==> src/hdl/life_like_generation_step_defines.svh <==
`ifndef LIFE_LIKE_GENERATION_STEP_DEFINES_SVH
`define LIFE_LIKE_GENERATION_STEP_DEFINES_SVH

// Implication checked in the same cycle.
`define LLGS_ASSERT_NOW(lbl, clk, rstn, ante, cons) \
  lbl: assert property (@(posedge clk) disable iff (!rstn) (ante) |-> (cons)) \
    else $error("llgs check failed");

// Implication checked in the next cycle.
`define LLGS_ASSERT_NEXT(lbl, clk, rstn, ante, cons) \
  lbl: assert property (@(posedge clk) disable iff (!rstn) (ante) |=> (cons)) \
    else $error("llgs check failed");

`endif

==> src/hdl/llgs_pkg.sv <==
package llgs_pkg;

  localparam int GRID_WIDTH = 64;
  localparam int ROW_W      = 64;
  localparam int MASK_W     = 9;
  localparam int NCNT_W     = 4;

  localparam int APB_AW     = 3;
  localparam int APB_DW     = 32;
  localparam int REG_SEL_BIT = 2;

  localparam logic REG_BIRTH   = 1'b0;
  localparam logic REG_SURVIVE = 1'b1;

  localparam logic [MASK_W-1:0] BIRTH_RESET   = 9'd8;
  localparam logic [MASK_W-1:0] SURVIVE_RESET = 9'd12;

  localparam int OUTQ_DEPTH = 3;
  localparam int CNT_W      = $clog2(OUTQ_DEPTH + 1);
  localparam int PUSH_W     = 2;

  typedef struct packed {
    logic              load;
    logic              mid_valid;
    logic              last;
    logic [MASK_W-1:0] birth;
    logic [MASK_W-1:0] survive;
  } cell_ctrl_t;

  typedef struct packed {
    logic [ROW_W-1:0] row;
    logic             fend;
  } out_word_t;

endpackage

==> src/hdl/life_like_generation_step.sv <==
// One generation of a Life-like automaton, streamed one grid row per input word.
// Each accepted row yields the next generation of the row above it, so output
// runs one row behind; a row flagged last_row also yields its own next row,
// tagged frame_end, and the block then starts a fresh frame. Cells outside the
// grid count as dead. A row is accepted every cycle while in_stall_o is low: a
// chain of column cells holds the two previous rows and all neighbor counts are
// evaluated in parallel. Words wait in a three-entry output queue; in_stall_o
// rises while it holds two or more words, as it does after the last row of a
// frame longer than one row. Registers: birth_mask at byte 0, survive_mask at
// byte 4 (bit n = neighbor count n), reset B3/S23.
`include "life_like_generation_step_defines.svh"

module life_like_generation_step (
  input  logic                          clk_i,
  input  logic                          rst_ni,
  input  logic                          in_valid_i,
  output logic                          in_stall_o,
  input  logic [llgs_pkg::ROW_W-1:0]    row_cells_i,
  input  logic                          last_row_i,
  output logic                          out_valid_o,
  input  logic                          out_stall_i,
  output logic [llgs_pkg::ROW_W-1:0]    next_row_o,
  output logic                          frame_end_o,
  input  logic                          psel,
  input  logic                          penable,
  input  logic                          pwrite,
  input  logic [llgs_pkg::APB_AW-1:0]   paddr,
  input  logic [llgs_pkg::APB_DW-1:0]   pwdata,
  output logic [llgs_pkg::APB_DW-1:0]   prdata,
  output logic                          pready
);
  import llgs_pkg::*;

  logic [MASK_W-1:0]     birth_q, survive_q;
  logic                  cfg_wr;
  logic                  mid_valid_q, mid_valid_d;
  logic                  accept;
  cell_ctrl_t            ctrl;

  logic [GRID_WIDTH-1:0] above_bits, mid_bits, cur_bits;
  logic [GRID_WIDTH+1:0] above_pad, mid_pad, cur_pad;
  logic [GRID_WIDTH-1:0] res_a_bits, res_b_bits;

  logic [PUSH_W-1:0]     push_cnt;
  out_word_t             word_a, word_b, push0, push1, head;
  logic [CNT_W-1:0]      q_count;

  // configuration port
  assign pready = 1'b1;
  assign cfg_wr = psel & penable & pwrite;

  always_ff @(posedge clk_i or negedge rst_ni) begin
    if (!rst_ni) begin
      birth_q   <= BIRTH_RESET;
      survive_q <= SURVIVE_RESET;
    end else if (cfg_wr) begin
      case (paddr[REG_SEL_BIT])
        REG_BIRTH:   birth_q   <= pwdata[MASK_W-1:0];
        REG_SURVIVE: survive_q <= pwdata[MASK_W-1:0];
        default:     birth_q   <= birth_q;
      endcase
    end
  end

  always_comb begin
    case (paddr[REG_SEL_BIT])
      REG_BIRTH:   prdata = APB_DW'(birth_q);
      REG_SURVIVE: prdata = APB_DW'(survive_q);
      default:     prdata = '0;
    endcase
  end

  // input side
  assign in_stall_o = (q_count >= CNT_W'(2));
  assign accept     = in_valid_i & ~in_stall_o;

  assign mid_valid_d = accept ? ~last_row_i : mid_valid_q;

  always_ff @(posedge clk_i or negedge rst_ni) begin
    if (!rst_ni) begin
      mid_valid_q <= 1'b0;
    end else begin
      mid_valid_q <= mid_valid_d;
    end
  end

  assign ctrl.load      = accept;
  assign ctrl.mid_valid = mid_valid_q;
  assign ctrl.last      = last_row_i;
  assign ctrl.birth     = birth_q;
  assign ctrl.survive   = survive_q;

  // dead cells past both grid edges
  assign cur_bits  = row_cells_i[GRID_WIDTH-1:0];
  assign above_pad = {1'b0, above_bits, 1'b0};
  assign mid_pad   = {1'b0, mid_bits, 1'b0};
  assign cur_pad   = {1'b0, cur_bits, 1'b0};

  for (genvar j = 0; j < GRID_WIDTH; j++) begin : g_col
    llgs_cell u_cell (
      .clk_i     (clk_i),
      .rst_ni    (rst_ni),
      .ctrl_i    (ctrl),
      .above_l_i (above_pad[j]),
      .above_r_i (above_pad[j+2]),
      .mid_l_i   (mid_pad[j]),
      .mid_r_i   (mid_pad[j+2]),
      .cur_l_i   (cur_pad[j]),
      .cur_i     (cur_pad[j+1]),
      .cur_r_i   (cur_pad[j+2]),
      .above_o   (above_bits[j]),
      .mid_o     (mid_bits[j]),
      .res_a_o   (res_a_bits[j]),
      .res_b_o   (res_b_bits[j])
    );
  end

  // pending row first, then the last row's own generation
  assign word_a.row  = ROW_W'(res_a_bits);
  assign word_a.fend = 1'b0;
  assign word_b.row  = ROW_W'(res_b_bits);
  assign word_b.fend = 1'b1;

  assign push0    = mid_valid_q ? word_a : word_b;
  assign push1    = word_b;
  assign push_cnt = accept ? (PUSH_W'(mid_valid_q) + PUSH_W'(last_row_i)) : '0;

  llgs_outq u_outq (
    .clk_i      (clk_i),
    .rst_ni     (rst_ni),
    .push_cnt_i (push_cnt),
    .push0_i    (push0),
    .push1_i    (push1),
    .pop_i      (out_valid_o & ~out_stall_i),
    .head_o     (head),
    .count_o    (q_count)
  );

  assign out_valid_o = (q_count != '0);
  assign next_row_o  = head.row;
  assign frame_end_o = head.fend;

  `LLGS_ASSERT_NOW(a_q_bound, clk_i, rst_ni, 1'b1, q_count <= CNT_W'(OUTQ_DEPTH))
  `LLGS_ASSERT_NEXT(a_last_clears, clk_i, rst_ni, accept && last_row_i, !mid_valid_q)
  `LLGS_ASSERT_NEXT(a_row_pends, clk_i, rst_ni, accept && !last_row_i, mid_valid_q)
  `LLGS_ASSERT_NEXT(a_two_words, clk_i, rst_ni, accept && last_row_i && mid_valid_q,
                    q_count >= CNT_W'(2))

endmodule

==> src/hdl/llgs_cell.sv <==
module llgs_cell (
  input  logic                clk_i,
  input  logic                rst_ni,
  input  llgs_pkg::cell_ctrl_t ctrl_i,
  input  logic                above_l_i,
  input  logic                above_r_i,
  input  logic                mid_l_i,
  input  logic                mid_r_i,
  input  logic                cur_l_i,
  input  logic                cur_i,
  input  logic                cur_r_i,
  output logic                above_o,
  output logic                mid_o,
  output logic                res_a_o,
  output logic                res_b_o
);
  import llgs_pkg::*;

  logic              above_q, above_d;
  logic              mid_q, mid_d;
  logic [NCNT_W-1:0] n_a, n_b;
  logic              up_l, up_c, up_r;

  // neighbors of the pending middle row, with the new row below
  assign n_a = NCNT_W'(above_l_i) + NCNT_W'(above_q) + NCNT_W'(above_r_i)
             + NCNT_W'(mid_l_i) + NCNT_W'(mid_r_i)
             + NCNT_W'(cur_l_i) + NCNT_W'(cur_i) + NCNT_W'(cur_r_i);
  assign res_a_o = mid_q ? ctrl_i.survive[n_a] : ctrl_i.birth[n_a];

  // neighbors of the new row itself, with a dead row below
  assign up_l = ctrl_i.mid_valid & mid_l_i;
  assign up_c = ctrl_i.mid_valid & mid_q;
  assign up_r = ctrl_i.mid_valid & mid_r_i;
  assign n_b = NCNT_W'(up_l) + NCNT_W'(up_c) + NCNT_W'(up_r)
             + NCNT_W'(cur_l_i) + NCNT_W'(cur_r_i);
  assign res_b_o = cur_i ? ctrl_i.survive[n_b] : ctrl_i.birth[n_b];

  always_comb begin
    above_d = above_q;
    mid_d   = mid_q;
    if (ctrl_i.load) begin
      if (ctrl_i.last) begin
        above_d = 1'b0;
        mid_d   = 1'b0;
      end else begin
        above_d = ctrl_i.mid_valid & mid_q;
        mid_d   = cur_i;
      end
    end
  end

  always_ff @(posedge clk_i or negedge rst_ni) begin
    if (!rst_ni) begin
      above_q <= 1'b0;
      mid_q   <= 1'b0;
    end else begin
      above_q <= above_d;
      mid_q   <= mid_d;
    end
  end

  assign above_o = above_q;
  assign mid_o   = mid_q;

endmodule

==> src/hdl/llgs_outq.sv <==
module llgs_outq (
  input  logic                        clk_i,
  input  logic                        rst_ni,
  input  logic [llgs_pkg::PUSH_W-1:0] push_cnt_i,
  input  llgs_pkg::out_word_t         push0_i,
  input  llgs_pkg::out_word_t         push1_i,
  input  logic                        pop_i,
  output llgs_pkg::out_word_t         head_o,
  output logic [llgs_pkg::CNT_W-1:0]  count_o
);
  import llgs_pkg::*;

  out_word_t              word_q [OUTQ_DEPTH];
  out_word_t              word_d [OUTQ_DEPTH];
  logic [CNT_W-1:0]       count_q, count_d;
  logic [CNT_W-1:0]       base;
  logic [CNT_W-1:0]       base_nx;

  assign base    = count_q - CNT_W'(pop_i);
  assign base_nx = base + CNT_W'(1);
  assign count_d = base + CNT_W'(push_cnt_i);

  // shift down on pop, then append new words behind the survivors
  always_comb begin
    for (int i = 0; i < OUTQ_DEPTH; i++) begin
      if (push_cnt_i != '0 && CNT_W'(i) == base) begin
        word_d[i] = push0_i;
      end else if (push_cnt_i == PUSH_W'(2) && CNT_W'(i) == base_nx) begin
        word_d[i] = push1_i;
      end else if (pop_i && i + 1 < OUTQ_DEPTH) begin
        word_d[i] = word_q[(i + 1 < OUTQ_DEPTH) ? i + 1 : i];
      end else begin
        word_d[i] = word_q[i];
      end
    end
  end

  always_ff @(posedge clk_i) begin
    for (int i = 0; i < OUTQ_DEPTH; i++) begin
      word_q[i] <= word_d[i];
    end
  end

  always_ff @(posedge clk_i or negedge rst_ni) begin
    if (!rst_ni) begin
      count_q <= '0;
    end else begin
      count_q <= count_d;
    end
  end

  assign head_o  = word_q[0];
  assign count_o = count_q;

endmodule
==> config.mk <==
export PLATFORM = sky130hd
export DESIGN_NAME = life_like_generation_step
export DESIGN_NICKNAME = d
export VERILOG_FILES = /design/src/hdl/llgs_pkg.sv /design/src/hdl/life_like_generation_step.sv /design/src/hdl/llgs_cell.sv /design/src/hdl/llgs_outq.sv
export VERILOG_INCLUDE_DIRS = /design/src /design/src/hdl
export SDC_FILE = /design/constraint.sdc
export NUM_CORES = 2
export LEC_CHECK = 0
export BUFFER_PORTS_ARGS = -buffer_cell sky130_fd_sc_hd__buf_2
export CAP_MARGIN = 20
export CORE_MARGIN = 3
export CORE_UTILIZATION = 35
export CTS_BUF_LIST = sky130_fd_sc_hd__clkbuf_16
export DETAILED_ROUTE_END_ITERATION = 10
export SYNTH_ARGS = -nofsm -noshare
export SYNTH_HDL_FRONTEND = slang
export SYNTH_SLANG_ARGS = --single-unit
==> constraint.sdc <==
create_clock -name clk_i -period 11.15 [get_ports clk_i]
set_input_delay 1.115 -clock clk_i [delete_from_list [all_inputs] [get_ports clk_i]]
set_output_delay 1.115 -clock clk_i [all_outputs]
set_load 0.02 [all_outputs]
==> results.txt <==
The die is about 390 µm wide. The power per cell area came out at ~380 nW/µm². Along the worst path, the maximum fanout reaches approximately 110. The sink count of the clock tree came out at roughly 340. The post-layout instance count excluding filler cells came out at between 6000 and 7000. The die area came out at ~150000 µm². Across all hold checks on the routed design, the worst slack comes to approximately 0.42 ns. The period utilization came out at a little over half. The average via count per standard cell is around 6.3. The maximum number of pins on one net before global-route repair is 110.

The final layout contains routed wiring with a total length of about 180000 µm. The clock transition time at the flip-flop clock pins of the worst setup and hold paths is approximately 0.070 ns. The detail-routed net length per standard cell is between 20 and 30 µm.

The tightest min-delay check is of the primary input to async pin type. The number of enable-type register cells in the synthesized netlist came out at around 200. The worst supply voltage drop on vdd is 213 µV. The number of hold-repair buffers added at the cts stage is 0.

The aggregate negative setup slack is 0 ns. Summed over all cells, the static leakage comes to ~0.023 µW. The worst relative slew slack came out at 27.3%. The final critical path time including I/O delays and setup is roughly 5.8 ns. ~210 I/O pins were placed.

In this run, the number of DRC markers left after iteration 0 of detailed routing was about 4900. The synthesized area divided by synthesized cell count came out at 10.7 µm². The portion of synthesized cell area occupied by the leading cell type is 23.3%. The overall track demand over capacity in global routing is between 20% and 30%. The count of state elements after synthesis came out at ~340. The clock latency on the worst-skew pair came out at 0.68 ns. The fraction of final layout cells with drive strength greater than 1 is between 20% and 30%. The total number of H-tree levels came out at 2.

Buffers placed on the I/O ports in this run total roughly 160. In this run, placement finished with an instance count of 6403. The critical path endpoint category is a register. The number of antenna violations at the first check in global routing is 39. The final hold violation count is 0.

The library cell used most frequently in the layout, excluding fill and tap cells, is inv_1. At the end of routability-driven placement, the weighted congestion stood at 0.878. The number of unique standard cell types used by synthesis came out at 67. The async set-or-reset flop fraction in the synthesized netlist is a little over two fifths. The setup path with the least slack is of type register to register. The setup-violating endpoint count in the final report came out at 0. The largest clock skew in the final design is ~0.048 ns.

The maximum count of clock buffers along a single path is 3. Setup repair after global routing left no endpoint under its margin. The die is between 300 and 400 µm tall. Once layout is done, the placed cells without fillers occupy roughly 54000 µm². After global routing the overflow that remains totals 0.

The starting density of the core came out at 35.4%. The number of global-route vias before repair was between 40000 and 50000. The tool flagged a number of max-cap violations equal to 0. The biggest area contributor in the post-synthesis netlist is mux4_2. The site row count is between 100 and 150.

The placed instance area came out at between 50000 and 60000 µm². Ranked by total cell area, the synthesized netlist is headed by mux4_2, fa_1, edfxtp_1. The growth of design area from synthesis to finish is 6.22%. Summing every instance area after synthesis gives around 51000 µm². The total clock buffers created by CTS came out at 47. Power comes to ~21000 µW. For this run, the top clock speed supported by timing is roughly 0.17 GHz. The setup fix buffers added after clock tree synthesis came out at 0. The run finished with clean final reports. The element type at the critical path start is a register. The net count reported at finish came out at roughly 5400. The Yosys step of the flow raised 0 warnings. The area of the core region came out at 144000 µm².

The half-perimeter wire length after placement is 115000 µm. The max-slew violation total from the final report came out at 0. The first global-routing pass estimated about 270000 µm of wire. The required time of the critical path is 11.43 ns. The clock tree from TritonCTS is yes. CTS placed an instance of clkbuf_16 at the clock tree root. The signal arrival time at the worst endpoint is 6.13 ns.

The count of nets left with antenna violations once routing finished came out at 0. For the pin with the worst max-slew slack, the measured transition is ~1.1 ns. The synthesized netlist cell count came out at around 4800. The top cell types in the final layout, fill and taps aside, are inv_1, mux4_2, fa_1. The post-route DRC violation count came out at 0. After synthesis, flip-flops and latches occupy about a fifth of the total area. Once the clock tree was built, the resizer swapped 0 gates to a different size. The first-pass iteration count of the detailed router is 5. The number of vias after detailed routing is slightly above 40000.

The most used flip-flop cell after synthesis is edfxtp_1.
## power by group
| group | internal [µW] | switching [µW] | leakage, µW | total, µW |
|---|---|---|---|---|
| Sequential | 1950 | 587 | 0.00380 | 2530 |
| Combinational | 8440 | 8310 | 0.0182 | 16800 |
| Clock | 837 | 702 | 0.000760 | 1540 |
## state kept, by name (all words and copies together), names as in the netlist
name	count
u_outq.count_o	2
g_col.u_cell.above_o	64
g_col.u_cell.mid_o	64
u_outq.word_q	195
mid_valid_q	1
birth_q	9
survive_q	9
## kinds of logic after synthesis
kind of cell,after synthesis,synth area share (%)
other cells,2,0.0147
fa+ha+maj,704,22.8
buf+inv,1235,9.85
flops,344,18.8
mux,748,28.0
compound gates,776,10.7
xor+xnor,62,1.06
simple gates,886,8.82
## cell type report
| type | instances | area, µm² |
|---|---|---|
| flip-flops and latches | 344 | 9660 |
| fillers | 14100 | 90000 |
| clock buffers | 47 | 1180 |
| inverters | 732 | 2750 |
| repair buffers | 224 | 1340 |
| well taps | 1903 | 2380 |
| multi-input cells | 3200 | 36700 |
| clock inverters | 39 | 295 |
| diodes | 15 | 37.5 |
## synth_stat cells, drive strengths merged, types with 59 or more instances
cell type    n
mux4       536
buf        124
clkbuf     379
a211oi      61
nor2       128
ha         325
o31ai       65
o221ai      74
o21ai      215
or3         62
mux2        91
nor2b       96
inv        731
edfxtp     195
mux2i      121
nand2      364
fa         379
nand3b      59
dfrtp      146
## stage by stage
step           utilization (%)  worst slack [ns]
2_1_floorplan                -              5.93
3_3_place_gp              36.6              5.37
3_5_place_dp              36.6              5.40
4_1_cts                   37.6              5.45
5_1_grt                   37.6              5.20
6_report                  37.6              5.30
## layer usage
metal / vias to the layer above / track usage (%) / wire [µm]
met5: - / 0 / 128
met4: 18 / 7.59 / 6080
met3: 463 / 6.95 / 24300
met2: 2677 / 37.8 / 83300
met1: 21000 / 31.8 / 70300
li1: 16900 / - / -
## path summary, 6_finish.rpt
path,to,from,slack [ns],cells past startpoint
worst min-delay path,g_col[42].u_cell.mid_o$_DFFE_PN0P_,rst_ni,0.42,1
worst max-delay path,u_outq.word_q[0][14]$_DFFE_PP_,mid_valid_q$_DFFE_PN0P_,5.30,15
worst min register to register,u_outq.word_q[0][99]$_DFFE_PP_,u_outq.word_q[0][164]$_DFFE_PP_,0.53,2
worst max register to register,u_outq.word_q[0][14]$_DFFE_PP_,mid_valid_q$_DFFE_PN0P_,5.30,15
max in group asynchronous,survive_q[7]$_DFFE_PN0P_,rst_ni,8.81,3
min in group clk_i,u_outq.word_q[0][99]$_DFFE_PP_,u_outq.word_q[0][164]$_DFFE_PP_,0.53,2
## worst max-delay path, cell delays in order, from the launching register on
cell and delay [ns]:
dfrtp_4 0.81, buf_12 0.59, inv_4 0.27, nor2_1 0.53, ha_1 0.21, inv_1 0.05, fa_1 0.47, inv_1 0.04
ha_1 0.18, fa_1 0.62, mux4_2 0.52, mux2_2 0.28, nor3_1 0.14, a31oi_1 0.07, o311ai_0 0.18, o221ai_1 0.43
(Power assumes the default switching activity.)
